[src/sshm_pkg.sv]
// Shared types, constants and helpers for the skid-steer heading-hold mixer.
// No dependencies; used by every module under src.
package sshm_pkg;

	localparam int CFG_IDX_W  = 3;
	localparam int CFG_DATA_W = 20;

	localparam int MUL_A_W = 21;
	localparam int MUL_B_W = 32;
	localparam int PROD_W  = MUL_A_W + MUL_B_W;
	localparam int ACC_W   = 56;

	localparam int DIV_NUM_W = 32;
	localparam int DIV_DEN_W = 16;
	localparam int DIV_CNT_W = 6;
	localparam int DIV_STEPS = DIV_NUM_W;

	localparam logic signed [16:0] ANG_PI     = 17'sd25736;
	localparam logic signed [16:0] ANG_TWO_PI = 17'sd51472;

	localparam logic [14:0] SPEED_LIM_RST  = 15'd4506;
	localparam logic [14:0] HALF_TRACK_RST = 15'd1024;
	localparam logic [19:0] GAIN_P_RST     = 20'd2294;
	localparam logic [19:0] GAIN_I_RST     = 20'd3277;
	localparam logic [19:0] GAIN_D_RST     = 20'd0;

	typedef enum logic [CFG_IDX_W-1:0] {
		REG_SPEED_LIM   = 3'd0,
		REG_HALF_TRACK  = 3'd1,
		REG_GAIN_P      = 3'd2,
		REG_GAIN_I      = 3'd3,
		REG_GAIN_D      = 3'd4,
		REG_HOLD_ENABLE = 3'd5
	} reg_idx_t;

	typedef enum logic [1:0] {
		CLS_FORWARD  = 2'd0,
		CLS_BACKWARD = 2'd1,
		CLS_STOPPED  = 2'd2,
		CLS_TURNING  = 2'd3
	} motion_cls_t;

	typedef enum logic [3:0] {
		ST_IDLE,
		ST_TURN,
		ST_MIX,
		ST_INT_MUL,
		ST_INT_ACC,
		ST_DIV_WAIT,
		ST_P_MUL,
		ST_I_MUL,
		ST_D_MUL,
		ST_D_ACC,
		ST_CHECK,
		ST_APPLY,
		ST_DONE
	} seq_state_t;

	typedef struct packed {
		logic signed [15:0] linear_speed;
		logic signed [15:0] turn_rate;
		logic signed [15:0] heading;
		logic        [15:0] time_step;
	} in_item_t;

	typedef struct packed {
		logic signed [15:0] right_speed;
		logic signed [15:0] left_speed;
		logic               motor_enable;
		logic               overshoot;
	} out_item_t;

	typedef struct packed {
		logic                 start;
		logic [DIV_NUM_W-1:0] dividend;
		logic [DIV_DEN_W-1:0] divisor;
	} div_req_t;

	typedef struct packed {
		logic                 busy;
		logic                 done;
		logic [DIV_NUM_W-1:0] quotient;
	} div_rsp_t;

	// clamp to plus or minus an unsigned limit
	function automatic logic signed [15:0] clamp_lim(input logic signed [20:0] x,
		input logic [14:0] lim);
		logic signed [20:0] hi;
		logic signed [20:0] lo;
		hi = $signed({6'b0, lim});
		lo = -hi;
		if (x > hi) begin
			return hi[15:0];
		end else if (x < lo) begin
			return lo[15:0];
		end else begin
			return x[15:0];
		end
	endfunction

	function automatic logic signed [31:0] sat32(input logic signed [32:0] x);
		if (x > 33'sh0_7FFF_FFFF) begin
			return 32'sh7FFF_FFFF;
		end else if (x < -33'sh0_8000_0000) begin
			return 32'sh8000_0000;
		end else begin
			return x[31:0];
		end
	endfunction

endpackage

[src/sshm_mul.sv]
// Shared signed multiplier with registered product.
// Depends on sshm_pkg for operand widths.
module sshm_mul (
	input  logic                                clk,
	input  logic signed [sshm_pkg::MUL_A_W-1:0] a,
	input  logic signed [sshm_pkg::MUL_B_W-1:0] b,
	output logic signed [sshm_pkg::PROD_W-1:0]  product
);

	logic signed [sshm_pkg::PROD_W-1:0] product_q;

	always_ff @(posedge clk) begin
		product_q <= a * b;
	end

	assign product = product_q;

endmodule

[src/sshm_div.sv]
// Restoring unsigned divider, one quotient bit per cycle.
// Depends on sshm_pkg for request and response types.
module sshm_div (
	input  logic               clk,
	input  logic               arst_n,
	input  sshm_pkg::div_req_t req,
	output sshm_pkg::div_rsp_t rsp
);

	logic [sshm_pkg::DIV_CNT_W-1:0] cnt_q;
	logic                           done_q;
	logic [sshm_pkg::DIV_NUM_W-1:0] quo_q;
	logic [sshm_pkg::DIV_DEN_W-1:0] rem_q;
	logic [sshm_pkg::DIV_DEN_W-1:0] den_q;
	logic [sshm_pkg::DIV_DEN_W:0]   trial;
	logic                           take;

	assign trial = {rem_q, quo_q[sshm_pkg::DIV_NUM_W-1]};
	assign take  = trial >= {1'b0, den_q};

	always_ff @(posedge clk or negedge arst_n) begin
		if (!arst_n) begin
			cnt_q  <= '0;
			done_q <= 1'b0;
		end else begin
			done_q <= (cnt_q == sshm_pkg::DIV_CNT_W'(1));
			if (req.start) begin
				cnt_q <= sshm_pkg::DIV_CNT_W'(sshm_pkg::DIV_STEPS);
			end else if (cnt_q != '0) begin
				cnt_q <= cnt_q - 1'b1;
			end
		end
	end

	always_ff @(posedge clk) begin
		if (req.start) begin
			quo_q <= req.dividend;
			rem_q <= '0;
			den_q <= req.divisor;
		end else if (cnt_q != '0) begin
			// remainder stays below the divisor, so the top trial bit drops out
			rem_q <= take ? sshm_pkg::DIV_DEN_W'(trial - {1'b0, den_q})
			              : trial[sshm_pkg::DIV_DEN_W-1:0];
			quo_q <= {quo_q[sshm_pkg::DIV_NUM_W-2:0], take};
		end
	end

	assign rsp.busy     = cnt_q != '0;
	assign rsp.done     = done_q;
	assign rsp.quotient = quo_q;

endmodule

[src/skid_steer_heading_hold_mixer.sv]
// Skid-steer mixer with PID heading hold, one shared multiplier and a bit-serial divider.
// Without correction a transaction passes the turn and mix states; with the PID running it
// also waits on the 32-step derivative division. One transaction at a time: a finished result
// waits only while the output register still holds a stalled one, and then blocks the input.
// Reset (arst_n, asynchronous): registers to defaults, class stopped, PID history cleared.
module skid_steer_heading_hold_mixer (
	input  logic                                clk,
	input  logic                                arst_n,
	input  logic                                in_valid,
	output logic                                in_stall,
	input  sshm_pkg::in_item_t                  in_item,
	output logic                                out_valid,
	input  logic                                out_stall,
	output sshm_pkg::out_item_t                 out_item,
	input  logic                                cfg_write_enable,
	input  logic [sshm_pkg::CFG_IDX_W-1:0]      cfg_index,
	input  logic [sshm_pkg::CFG_DATA_W-1:0]     cfg_data
);

	// configuration
	logic [14:0] speed_lim_q;
	logic [14:0] half_track_q;
	logic [19:0] gain_p_q;
	logic [19:0] gain_i_q;
	logic [19:0] gain_d_q;
	logic        hold_enable_q;

	// sequencer and architectural state
	sshm_pkg::seq_state_t  state_q;
	sshm_pkg::seq_state_t  state_d;
	sshm_pkg::motion_cls_t last_cls_q;
	sshm_pkg::motion_cls_t cls_c;
	logic signed [15:0]    target_q;
	logic signed [16:0]    last_error_q;
	logic signed [31:0]    error_sum_q;
	logic                  out_valid_q;
	sshm_pkg::out_item_t   out_q;

	// transaction payload
	logic signed [15:0] v_q;
	logic signed [15:0] w_q;
	logic signed [15:0] hdg_q;
	logic        [15:0] dt_q;
	logic               pid_run_q;
	logic               zero_cmd_q;
	logic signed [15:0] err_q;
	logic               div_neg_q;
	logic signed [31:0] deriv_q;
	logic signed [sshm_pkg::ACC_W-1:0] acc_q;
	logic signed [16:0] u_q;
	logic               over_q;
	logic signed [15:0] right_q;
	logic signed [15:0] left_q;

	// shared units
	logic signed [sshm_pkg::MUL_A_W-1:0] mul_a;
	logic signed [sshm_pkg::MUL_B_W-1:0] mul_b;
	logic signed [sshm_pkg::PROD_W-1:0]  prod;
	sshm_pkg::div_req_t                  div_req;
	sshm_pkg::div_rsp_t                  div_rsp;

	// combinational datapath
	logic               in_take;
	logic               out_load;
	logic signed [15:0] v_c;
	logic signed [15:0] w_c;
	logic signed [sshm_pkg::PROD_W-1:0] turn_full;
	logic signed [19:0] turn;
	logic signed [16:0] hdiff;
	logic signed [16:0] err_wrap;
	logic signed [sshm_pkg::PROD_W-1:0] int_full;
	logic signed [18:0] int_inc;
	logic signed [17:0] ddiff;
	logic        [17:0] dmag;
	logic        [31:0] dq;
	logic signed [31:0] deriv_c;
	logic signed [sshm_pkg::ACC_W-1:0] bound;
	logic signed [sshm_pkg::ACC_W-1:0] u_full;
	logic               over_c;

	sshm_mul u_mul (
		.clk     (clk),
		.a       (mul_a),
		.b       (mul_b),
		.product (prod)
	);

	sshm_div u_div (
		.clk    (clk),
		.arst_n (arst_n),
		.req    (div_req),
		.rsp    (div_rsp)
	);

	assign in_stall  = state_q != sshm_pkg::ST_IDLE;
	assign in_take   = in_valid && !in_stall;
	assign out_load  = (state_q == sshm_pkg::ST_DONE) && (!out_valid_q || !out_stall);
	assign out_valid = out_valid_q;
	assign out_item  = out_q;

	assign v_c = sshm_pkg::clamp_lim(21'(in_item.linear_speed), speed_lim_q);
	assign w_c = sshm_pkg::clamp_lim(21'(in_item.turn_rate), speed_lim_q);

	always_comb begin
		if (w_c != '0) begin
			cls_c = sshm_pkg::CLS_TURNING;
		end else if (v_c > 16'sd0) begin
			cls_c = sshm_pkg::CLS_FORWARD;
		end else if (v_c < 16'sd0) begin
			cls_c = sshm_pkg::CLS_BACKWARD;
		end else begin
			cls_c = sshm_pkg::CLS_STOPPED;
		end
	end

	// rounding shifts: ties go towards plus infinity
	assign turn_full = (prod + sshm_pkg::PROD_W'(2048)) >>> 12;
	assign turn      = turn_full[19:0];
	assign int_full  = (prod + sshm_pkg::PROD_W'(4096)) >>> 13;
	assign int_inc   = int_full[18:0];

	// error range is bounded, one correction step wraps it into (-pi, pi]
	assign hdiff = 17'(target_q) - 17'(hdg_q);
	always_comb begin
		if (hdiff > sshm_pkg::ANG_PI) begin
			err_wrap = hdiff - sshm_pkg::ANG_TWO_PI;
		end else if (hdiff <= -sshm_pkg::ANG_PI) begin
			err_wrap = hdiff + sshm_pkg::ANG_TWO_PI;
		end else begin
			err_wrap = hdiff;
		end
	end

	assign ddiff = 18'(err_q) - 18'(last_error_q);
	assign dmag  = ddiff[17] ? 18'(-ddiff) : 18'(ddiff);
	assign dq    = div_rsp.quotient;

	// truncating signed quotient, saturated to 32 bits
	always_comb begin
		if (div_neg_q) begin
			deriv_c = (dq[31] && (dq[30:0] != '0)) ? 32'sh8000_0000 : $signed(~dq + 32'd1);
		end else begin
			deriv_c = dq[31] ? 32'sh7FFF_FFFF : $signed(dq);
		end
	end

	assign bound  = $signed({24'b0, speed_lim_q, 17'b0});
	assign over_c = (acc_q > bound) || (acc_q < -bound);
	assign u_full = (acc_q + sshm_pkg::ACC_W'(65536)) >>> 17;

	// next state
	always_comb begin
		state_d = state_q;
		unique case (state_q)
			sshm_pkg::ST_IDLE:     if (in_valid) begin
				state_d = sshm_pkg::ST_TURN;
			end
			sshm_pkg::ST_TURN:     state_d = sshm_pkg::ST_MIX;
			sshm_pkg::ST_MIX:      state_d = pid_run_q ? sshm_pkg::ST_INT_MUL : sshm_pkg::ST_DONE;
			sshm_pkg::ST_INT_MUL:  state_d = sshm_pkg::ST_INT_ACC;
			sshm_pkg::ST_INT_ACC:  state_d = sshm_pkg::ST_DIV_WAIT;
			sshm_pkg::ST_DIV_WAIT: if (div_rsp.done) begin
				state_d = sshm_pkg::ST_P_MUL;
			end
			sshm_pkg::ST_P_MUL:    state_d = sshm_pkg::ST_I_MUL;
			sshm_pkg::ST_I_MUL:    state_d = sshm_pkg::ST_D_MUL;
			sshm_pkg::ST_D_MUL:    state_d = sshm_pkg::ST_D_ACC;
			sshm_pkg::ST_D_ACC:    state_d = sshm_pkg::ST_CHECK;
			sshm_pkg::ST_CHECK:    state_d = sshm_pkg::ST_APPLY;
			sshm_pkg::ST_APPLY:    state_d = sshm_pkg::ST_DONE;
			sshm_pkg::ST_DONE:     if (out_load) begin
				state_d = sshm_pkg::ST_IDLE;
			end
			default:               state_d = sshm_pkg::ST_IDLE;
		endcase
	end

	// unit operands and divider start
	always_comb begin
		mul_a            = '0;
		mul_b            = '0;
		div_req.start    = 1'b0;
		div_req.dividend = {dmag[15:0], 16'b0};
		div_req.divisor  = dt_q;
		unique case (state_q)
			sshm_pkg::ST_TURN: begin
				mul_a = $signed({6'b0, half_track_q});
				mul_b = 32'(w_q);
			end
			sshm_pkg::ST_INT_MUL: begin
				mul_a = $signed({5'b0, dt_q});
				mul_b = 32'(err_q);
			end
			sshm_pkg::ST_INT_ACC: begin
				div_req.start = 1'b1;
			end
			sshm_pkg::ST_P_MUL: begin
				mul_a = $signed({1'b0, gain_p_q});
				mul_b = 32'(err_q);
			end
			sshm_pkg::ST_I_MUL: begin
				mul_a = $signed({1'b0, gain_i_q});
				mul_b = error_sum_q;
			end
			sshm_pkg::ST_D_MUL: begin
				mul_a = $signed({1'b0, gain_d_q});
				mul_b = deriv_q;
			end
			default: begin
			end
		endcase
	end

	// configuration port
	always_ff @(posedge clk or negedge arst_n) begin
		if (!arst_n) begin
			speed_lim_q   <= sshm_pkg::SPEED_LIM_RST;
			half_track_q  <= sshm_pkg::HALF_TRACK_RST;
			gain_p_q      <= sshm_pkg::GAIN_P_RST;
			gain_i_q      <= sshm_pkg::GAIN_I_RST;
			gain_d_q      <= sshm_pkg::GAIN_D_RST;
			hold_enable_q <= 1'b0;
		end else if (cfg_write_enable) begin
			unique case (sshm_pkg::reg_idx_t'(cfg_index))
				sshm_pkg::REG_SPEED_LIM:   speed_lim_q   <= cfg_data[14:0];
				sshm_pkg::REG_HALF_TRACK:  half_track_q  <= cfg_data[14:0];
				sshm_pkg::REG_GAIN_P:      gain_p_q      <= cfg_data;
				sshm_pkg::REG_GAIN_I:      gain_i_q      <= cfg_data;
				sshm_pkg::REG_GAIN_D:      gain_d_q      <= cfg_data;
				sshm_pkg::REG_HOLD_ENABLE: hold_enable_q <= cfg_data[0];
				default: begin
				end
			endcase
		end
	end

	// sequencer, heading-hold state and output register
	always_ff @(posedge clk or negedge arst_n) begin
		if (!arst_n) begin
			state_q      <= sshm_pkg::ST_IDLE;
			last_cls_q   <= sshm_pkg::CLS_STOPPED;
			target_q     <= '0;
			last_error_q <= '0;
			error_sum_q  <= '0;
			out_valid_q  <= 1'b0;
		end else begin
			state_q <= state_d;
			if (in_take) begin
				last_cls_q <= cls_c;
				if (cls_c != last_cls_q) begin
					target_q     <= in_item.heading;
					last_error_q <= '0;
					error_sum_q  <= '0;
				end
			end
			if (state_q == sshm_pkg::ST_INT_ACC) begin
				error_sum_q  <= sshm_pkg::sat32(33'(error_sum_q) + 33'(int_inc));
				last_error_q <= 17'(err_q);
			end
			if (out_load) begin
				out_valid_q <= 1'b1;
			end else if (!out_stall) begin
				out_valid_q <= 1'b0;
			end
		end
	end

	// payload registers
	always_ff @(posedge clk) begin
		if (in_take) begin
			v_q        <= v_c;
			w_q        <= w_c;
			hdg_q      <= in_item.heading;
			dt_q       <= in_item.time_step;
			pid_run_q  <= (v_c != '0) && (w_c == '0) && hold_enable_q &&
			              (in_item.time_step != '0);
			zero_cmd_q <= (v_c == '0) && (w_c == '0);
			over_q     <= 1'b0;
		end
		unique case (state_q)
			sshm_pkg::ST_MIX: begin
				right_q <= sshm_pkg::clamp_lim(21'(v_q) + 21'(turn), speed_lim_q);
				left_q  <= sshm_pkg::clamp_lim(21'(v_q) - 21'(turn), speed_lim_q);
				err_q   <= err_wrap[15:0];
			end
			sshm_pkg::ST_INT_ACC: begin
				div_neg_q <= ddiff[17];
			end
			sshm_pkg::ST_DIV_WAIT: begin
				if (div_rsp.done) begin
					deriv_q <= deriv_c;
				end
			end
			sshm_pkg::ST_I_MUL: begin
				acc_q <= sshm_pkg::ACC_W'(prod);
			end
			sshm_pkg::ST_D_MUL: begin
				// integral term is floored by the arithmetic shift
				acc_q <= acc_q + sshm_pkg::ACC_W'(prod >>> 3);
			end
			sshm_pkg::ST_D_ACC: begin
				acc_q <= acc_q + sshm_pkg::ACC_W'(prod);
			end
			sshm_pkg::ST_CHECK: begin
				over_q <= over_c;
				u_q    <= over_c ? 17'sd0 : u_full[16:0];
			end
			sshm_pkg::ST_APPLY: begin
				right_q <= sshm_pkg::clamp_lim(21'(right_q) + 21'(u_q), speed_lim_q);
				left_q  <= sshm_pkg::clamp_lim(21'(left_q) - 21'(u_q), speed_lim_q);
			end
			default: begin
			end
		endcase
		if (out_load) begin
			out_q.right_speed  <= zero_cmd_q ? 16'sd0 : right_q;
			out_q.left_speed   <= zero_cmd_q ? 16'sd0 : left_q;
			out_q.motor_enable <= !zero_cmd_q;
			out_q.overshoot    <= over_q;
		end
	end

`ifndef SYNTHESIS
	a_out_from_done: assert property (@(posedge clk) disable iff (!arst_n)
		$rose(out_valid_q) |-> $past(state_q == sshm_pkg::ST_DONE))
		else $error("result registered outside the done state");

	a_div_done_in_wait: assert property (@(posedge clk) disable iff (!arst_n)
		div_rsp.done |-> (state_q == sshm_pkg::ST_DIV_WAIT))
		else $error("divider finished outside its wait state");

	a_div_idle_on_start: assert property (@(posedge clk) disable iff (!arst_n)
		div_req.start |-> !div_rsp.busy)
		else $error("divider restarted while busy");

	a_overshoot_moving: assert property (@(posedge clk) disable iff (!arst_n)
		out_valid_q |-> (!out_q.overshoot || out_q.motor_enable))
		else $error("overshoot flagged on a zero command");

	a_speed_in_limit: assert property (@(posedge clk) disable iff (!arst_n)
		out_valid_q |-> (($signed(out_q.right_speed) <= $signed({1'b0, speed_lim_q})) &&
		                 ($signed(out_q.right_speed) >= -$signed({1'b0, speed_lim_q}))))
		else $error("right wheel speed beyond limit");
`endif

endmodule
[config.mk]
export PLATFORM = sky130hd
export DESIGN_NAME = skid_steer_heading_hold_mixer
export DESIGN_NICKNAME = d
export VERILOG_FILES = /design/src/sshm_pkg.sv /design/src/sshm_mul.sv /design/src/sshm_div.sv /design/src/skid_steer_heading_hold_mixer.sv
export SDC_FILE = /design/constraint.sdc
export NUM_CORES = 2
export LEC_CHECK = 0
export BUFFER_PORTS_ARGS = -buffer_cell sky130_fd_sc_hd__buf_2
export CORE_MARGIN = 2
export CORE_UTILIZATION = 56
export CTS_CLUSTER_DIAMETER = 50
export DETAILED_ROUTE_END_ITERATION = 10
export PLACE_DENSITY = 0.79
export SETUP_SLACK_MARGIN = 0.15
export SYNTH_ARGS = -nofsm -noshare
export SYNTH_HDL_FRONTEND = slang
export SYNTH_SLANG_ARGS = --single-unit
[constraint.sdc]
create_clock -name clk -period 22.8 [get_ports clk]
set_input_delay 3.42 -clock clk [delete_from_list [all_inputs] [get_ports clk]]
set_output_delay 3.42 -clock clk [all_outputs]
set_load 0.005 [all_outputs]
Word-level counts from Yosys, hierarchy flattened:

Index checks and enable logic that the tools add are counted.

* latch bits: 0
* input port bits: 92
* memory bits (read-only): 0
* memory bits (writable): 0
* output and inout port bits: 36
* register bits: 542
* memories: 0
* word-level logic and storage cells: 192

* equality and inequality tests: 23
* muxes and demuxes: 49
* bitwise logic cells: 1
* $add $sub $neg: 20
* order comparisons: 21
* divide/modulo/power cells: 0
* reductions and logical operators: 40
* multiply operators: 1
* shift-type cells: 0

Operator list (number)
* 32-bit two-way mux: 9
* 16-bit two-way mux: 16
* 56-bit case mux with 3 select lines: 1
* 32-bit case mux with 4 select lines: 1
* 20-bit case mux with 5 select lines: 1
* 16-bit case mux with 2 select lines: 2
* 56-bit by 50-bit adder with 56-bit output: 1
* 56-bit by 53-bit adder with 56-bit output: 1
* 56-bit by 33-bit > comparator with 1-bit output: 1
* 56-bit < comparator: 1
* 32-bit negation with 56-bit output: 1
* 21-bit by 32-bit multiplier with 53-bit output: 1
* 4-bit case mux with 13 select lines: 1
* 17-bit two-way mux: 3
* 16-bit nonzero test: 3
* 21-bit by 16-bit > comparator with 1-bit output: 2
* 16-bit by 21-bit < comparator with 1-bit output: 2
* 18-bit by 21-bit < comparator with 1-bit output: 2
* 21-bit < comparator: 2
* 18-bit by 16-bit > comparator with 1-bit output: 2
* 16-bit by 17-bit subtractor with 18-bit output: 2
* 34-bit by 18-bit adder with 34-bit output (second input constant): 1
* 32-bit by 19-bit adder with 33-bit output: 1
* 33-bit by 32-bit > comparator with 1-bit output (second input constant): 1
* 51 further kinds: 97

Logic depth before layout (Yosys ltp):

* depth in word-level cells: 12
* depth in mapped cells: 37
* gate-level depth less buffers: 33

Hierarchy:

A second synthesis with hierarchy kept.

* cell total of the unflattened synthesis: 7238
* area total of the unflattened synthesis: 65928.2 µm²

By module, submodules not included
* skid_steer_heading_hold_mixer: seq. area each 11738.8 µm², times used 1, cells an instance 4126, area an instance 37205.7 µm²
* sshm_mul: seq. area each 1061.0 µm², times used 1, cells an instance 2756, area an instance 24733.7 µm²
* sshm_div: seq. area each 1936.9 µm², times used 1, cells an instance 356, area an instance 3988.8 µm²

Worst setup path before layout:

Ideal clock, no wire load.

* kind: register to register
* from: reg state_q[1]
* to: reg u_mul.product_q, in the netlist u_mul.product[52]
* required time: 22.680 ns
* cell stages (with the launch flop): 36
* clock period less this slack: 9.226 ns
* data arrival time: 9.106 ns
* setup slack: 13.574 ns
* buffers on the path: 5
* setup time: 0.120 ns
* cell sequence: dfrtp_1 clkbuf_1 nand2b_1 nor2_1 or2_2 clkbuf_1 a22o_1 clkbuf_1 a221oi_1 clkbuf_1 nor2_1 fa_1 inv_1 fa_1 fa_1 inv_1 fa_1 fa_1 fa_1 inv_1 fa_1 inv_1 ha_1 and3_1 clkbuf_1 a31oi_1 o21ai_0 a221o_1 a22o_1 o41ai_2 o311ai_0 a31oi_1 o21ai_1 a221oi_1 o21bai_1 xnor2_1

* longest elaborated chain between the ends: 4
* elaborated cells on any way between the ends: 9
* classes of those cells: mul (1); eq/ne (5); mux (2); reduce/logical (1)

Ends and longest elaborated chain
* from (decl): RTL line skid_steer_heading_hold_mixer.sv:29 `sshm_pkg::seq_state_t state_q;`
* from (signal assigned): RTL line skid_steer_heading_hold_mixer.sv:240 `state_q <= sshm_pkg::ST_IDLE;`
* from (signal assigned): RTL line skid_steer_heading_hold_mixer.sv:247 `state_q <= state_d;`
* 4-bit by 3-bit equality test with 1-bit output / 4-bit by 2-bit equality test with 1-bit output (equally long branches): RTL line skid_steer_heading_hold_mixer.sv:185 `unique case (state_q)`
* 2-bit OR reduction (no line)
* 32-bit case mux with 4 select lines: RTL line skid_steer_heading_hold_mixer.sv:185
* 21-bit by 32-bit multiplier with 53-bit output (*): RTL line sshm_mul.sv:13 `product_q <= a * b;`
* to (signal assigned): RTL line sshm_mul.sv:13
* to (decl): RTL line sshm_mul.sv:10 `logic signed [sshm_pkg::PROD_W-1:0] product_q;`

Every way passes the cells marked *; elsewhere a longest branch is shown, timed or not.
A chain may end at the register's enable or synchronous reset.

Worst setup path after layout:

* from: reg state_q[2]
* to: reg u_mul.product_q, in the netlist u_mul.product[52]

The elaborated chain is that of the path after synthesis.

==> key figures <==
Route
  • DRT antenna net count: 0
  • Met3 routed WL: 23.32 mm
  • DR WL met2: about 90 mm
  • DRT Pass-1 Iters: 7
  • Vias/cell: 6.240
  • Wirelength per Cell: 22.94 um
  • Met1 wire length: between 70 and 80 mm
  • Detailed-route via count: 53990
  • Top sig layer: met5
  • Drt total wl: 198.5 mm
  • Residual DRC: 0
  • Initial DRC count: 5624

Pwr
  • Sw Share: 53.26%
  • Pwr Density: 169.8 mW/mm^2
  • Clock Power Share: 10.0%
  • Sequential Power Share: 15.9%
  • Sw Pwr: roughly 6.2 mW
  • Logic pwr share: 74.0%
  • Worst VDD drop: between 0.0001 and 0.00015 V
  • Int Pwr: 5.447 mW
  • Leakage power: 32.07 nW
  • Pwr Total: 11.65 mW

Setup path
  • Worst Path Required: 23.34 ns
  • Most used cell, CP: fa_1
  • Crit. End Element: flop
  • CP Launch Type: flop
  • Largest stage delay on the critical path: 0.67 ns
  • Worst reg2reg setup slack: around 13 ns
  • R2R Path Start: state_q[2]$_DFFE_PN0P_
  • WS Path Type: flop to flop
  • Crit path from: state_q[2]$_DFFE_PN0P_
  • Worst path slowest cell: dfrtp_1
  • Crit-path max FO: 34
  • Arrival time worst endpoint: 10.83 ns

Clocking
  • Num CTS Buffers: between 70 and 80
  • Post-CTS setup buffers: 0
  • Clk buf depth: 3
  • Later-pin clock latency in the skew report: 0.67 ns
  • Clock sinks: 541
  • Hold-fix buffers, CTS: 0
  • Post-CTS Resized: 0
  • TritonCTS clock tree: built
  • Htree depth: 3
  • CTS root buffer: clkbuf_16
  • Worst-path clk slew: 0.06 ns

Synth
  • Synth area leader: fa_1
  • Most common library cells after synthesis: 945 x inv_1, 772 x nor2_1, 679 x nand2_1, 644 x fa_1, 621 x ha_1
  • Sequential-to-total area share from yosys stat: 22.88%
  • Netlist cell types: 98
  • Synth Register Bits: roughly 540
  • Area share of the largest cell type after synthesis: 20.24%
  • Ys Warns: 0
  • Asr flop ratio synth: between 30% and 40%
  • Synthesized area: 0.06369 mm^2
  • Mapped Nets: 8417
  • Most frequent cell after synthesis: inv_1
  • Post-Syn Instances: 7060
  • Most used flip-flop cell after synthesis: edfxtp_1
  • Syn_area_per_cell: approximately 9.0 um^2
  • Synth top area cells: fa_1 20%, edfxtp_1 14%, ha_1 12%, dfrtp_1 5.8%, inv_1 5.6%
  • Number of enable flip-flop cells after synthesis: around 290

Floorplanning
  • I/O pins: 128
  • Initial core utilization: 56.54%
  • Placement Rows: 123
  • Die width: 341.3 um
  • Die area: between 0.1 and 0.15 mm^2
  • Core box area: 0.1127 mm^2
  • Die extent in y: 341.3 um

Global routing
  • Total grt overflow: 0
  • Largest net degree at the start of global routing: 108
  • Vias in the first global route: 53940
  • Initial antenna violation count: 9
  • Global Route Usage Sum: around a third
  • Wire length of the first global-routing pass: 306.8 mm

Timing
  • Period utilization: 45.14%
  • Final setup violation count: 0
  • Max_slew headroom: between 10% and 20%
  • Worst hold margin: 0.4776 ns
  • Setup TNS: 0 ns
  • Final hold violations: 0
  • Slew @ Worst Pin: 1.323 ns
  • Final Slew Violations: 0
  • Tmin final: a little over 10 ns
  • Unrepaired setup endpoints after global routing: no
  • FMAX: 97.16 MHz
  • Clk_skew: 0.03684 ns

Run
  • Max_cap viols: 0

Place
  • # port buffers: 127
  • HPWL Detailed: between 150 and 200 mm
  • Inst Count DP: 8510
  • GP Congestion: 1.010

Run status
  • Outcome: finished, final reports clean

Cells and area
  • Net count, final: 8443
  • Fin cells: ~8700
  • Fillers: 9416
  • Area Overhead vs Synth: 7.793%
  • Share of cells above drive strength 1: between 8 and 9%

Hold path
  • Min-delay worst type: flop to flop
  • Hold path start: u_div.done_q$_DFF_PN0_
-- metrics by stage --
step | instance area [um^2] | setup slack, ns | util [%]
4_1_cts | 68650 | 12.64 | 60.94
3_3_place_gp | 66180 | 12.81 | 58.74
3_5_place_dp | 66180 | 12.67 | 58.74
5_1_grt | 68650 | 11.90 | 60.94
6_report | 68660 | 12.51 | 60.95
2_1_floorplan | 63690 | 13.57 | -
-- worst max-delay path, delay by kind of cell, from the launching register on --
family / cells / cell delay (ns)
flip-flops: 1 / 0.67
buffers and inverters: 7 / 0.95
XOR/XNOR: 1 / 0.13
AND/OR/NAND/NOR: 5 / 1.31
AO/OA/AOI/OAI: 12 / 3.24
adder cells (fa/ha/maj): 8 / 3.83
-- per-layer routing --
layer  global-route usage, %  vias to the layer above
li1                        -                    24050
met1                   42.50                    26030
met2                   53.39                     3063
met3                   9.333                      829
met4                   19.51                        8
met5                       0                        -
-- cells by family after synthesis --
logic type | count (synthesis) | synth area share, %
buf+inv | 1232 | 7.384
flops | 541 | 22.88
mux | 225 | 3.854
fa+ha+maj | 1265 | 32.44
simple gates | 2104 | 14.92
compound gates | 1386 | 14.28
xor+xnor | 307 | 4.233
-- path summary, 6_finish.rpt --
check | to | cells past startpoint
worst min register to register | state_q[0]$_DFFE_PN0P_ | 1
worst max register to register | u_mul.product[52]$_DFF_P_ | 33
min in group asynchronous | error_sum_q[28]$_DFFE_PN0P_ | 1
worst min-delay path | state_q[0]$_DFFE_PN0P_ | 1
worst max-delay path | u_mul.product[52]$_DFF_P_ | 33
max in group asynchronous | hold_enable_q$_DFFE_PN0P_ | 3
-- layout by cell type, fill, tap and decap left out, types with 39 or more instances in the layout --
master / n
inv_1: 945
nor2_1: 768
nand2_1: 677
fa_1: 644
ha_1: 621
a21oi_1: 346
o21ai_0: 288
edfxtp_1: 287
xnor2_1: 193
a21o_1: 157
mux2_2: 150
dfrtp_1: 147
buf_2: 126
xor2_1: 112
buf_4: 104
nand3_1: 103
nor2b_1: 90
dfxtp_1: 85
nor3_1: 81
nand4_1: 78
clkbuf_16: 77
nand2b_1: 71
o21a_1: 63
mux2i_1: 62
a211oi_1: 54
o22ai_1: 39
-- state kept, by name, indices dropped and copies added (netlist names), 17 cells and up --
name and cells:
error_sum_q 32, acc_q 56, out_item 34, u_q 17, gain_p_q 20, u_div.quo_q 32, u_mul.product 53, deriv_q 32
gain_d_q 20, gain_i_q 20
-- final cells by class --
cell class              instances  area (um^2)  area share (%)
multi-input cells            5287        44730           65.15
clock buffers                  93         2037           2.967
inverters                     951         3570           5.199
well taps                    1500         1877           2.734
repair buffers                231         1423           2.072
clock inverters                44        434.2          0.6324
flip-flops and latches        541        14580           21.23
diodes                          4        10.01         0.01458
-- power groups by stage --
stage          combinational (mW)  sequential (mW)  clock, mW
2_1_floorplan                6.29             1.65          0
3_3_place_gp                 8.16             1.84          0
3_5_place_dp                 8.42             1.85          0
4_1_cts                      8.48             1.84       1.18
5_1_grt                      9.59             1.88       1.22
6_report                     8.63             1.86       1.17
No activity file was read; power rests on OpenSTA's default activity.
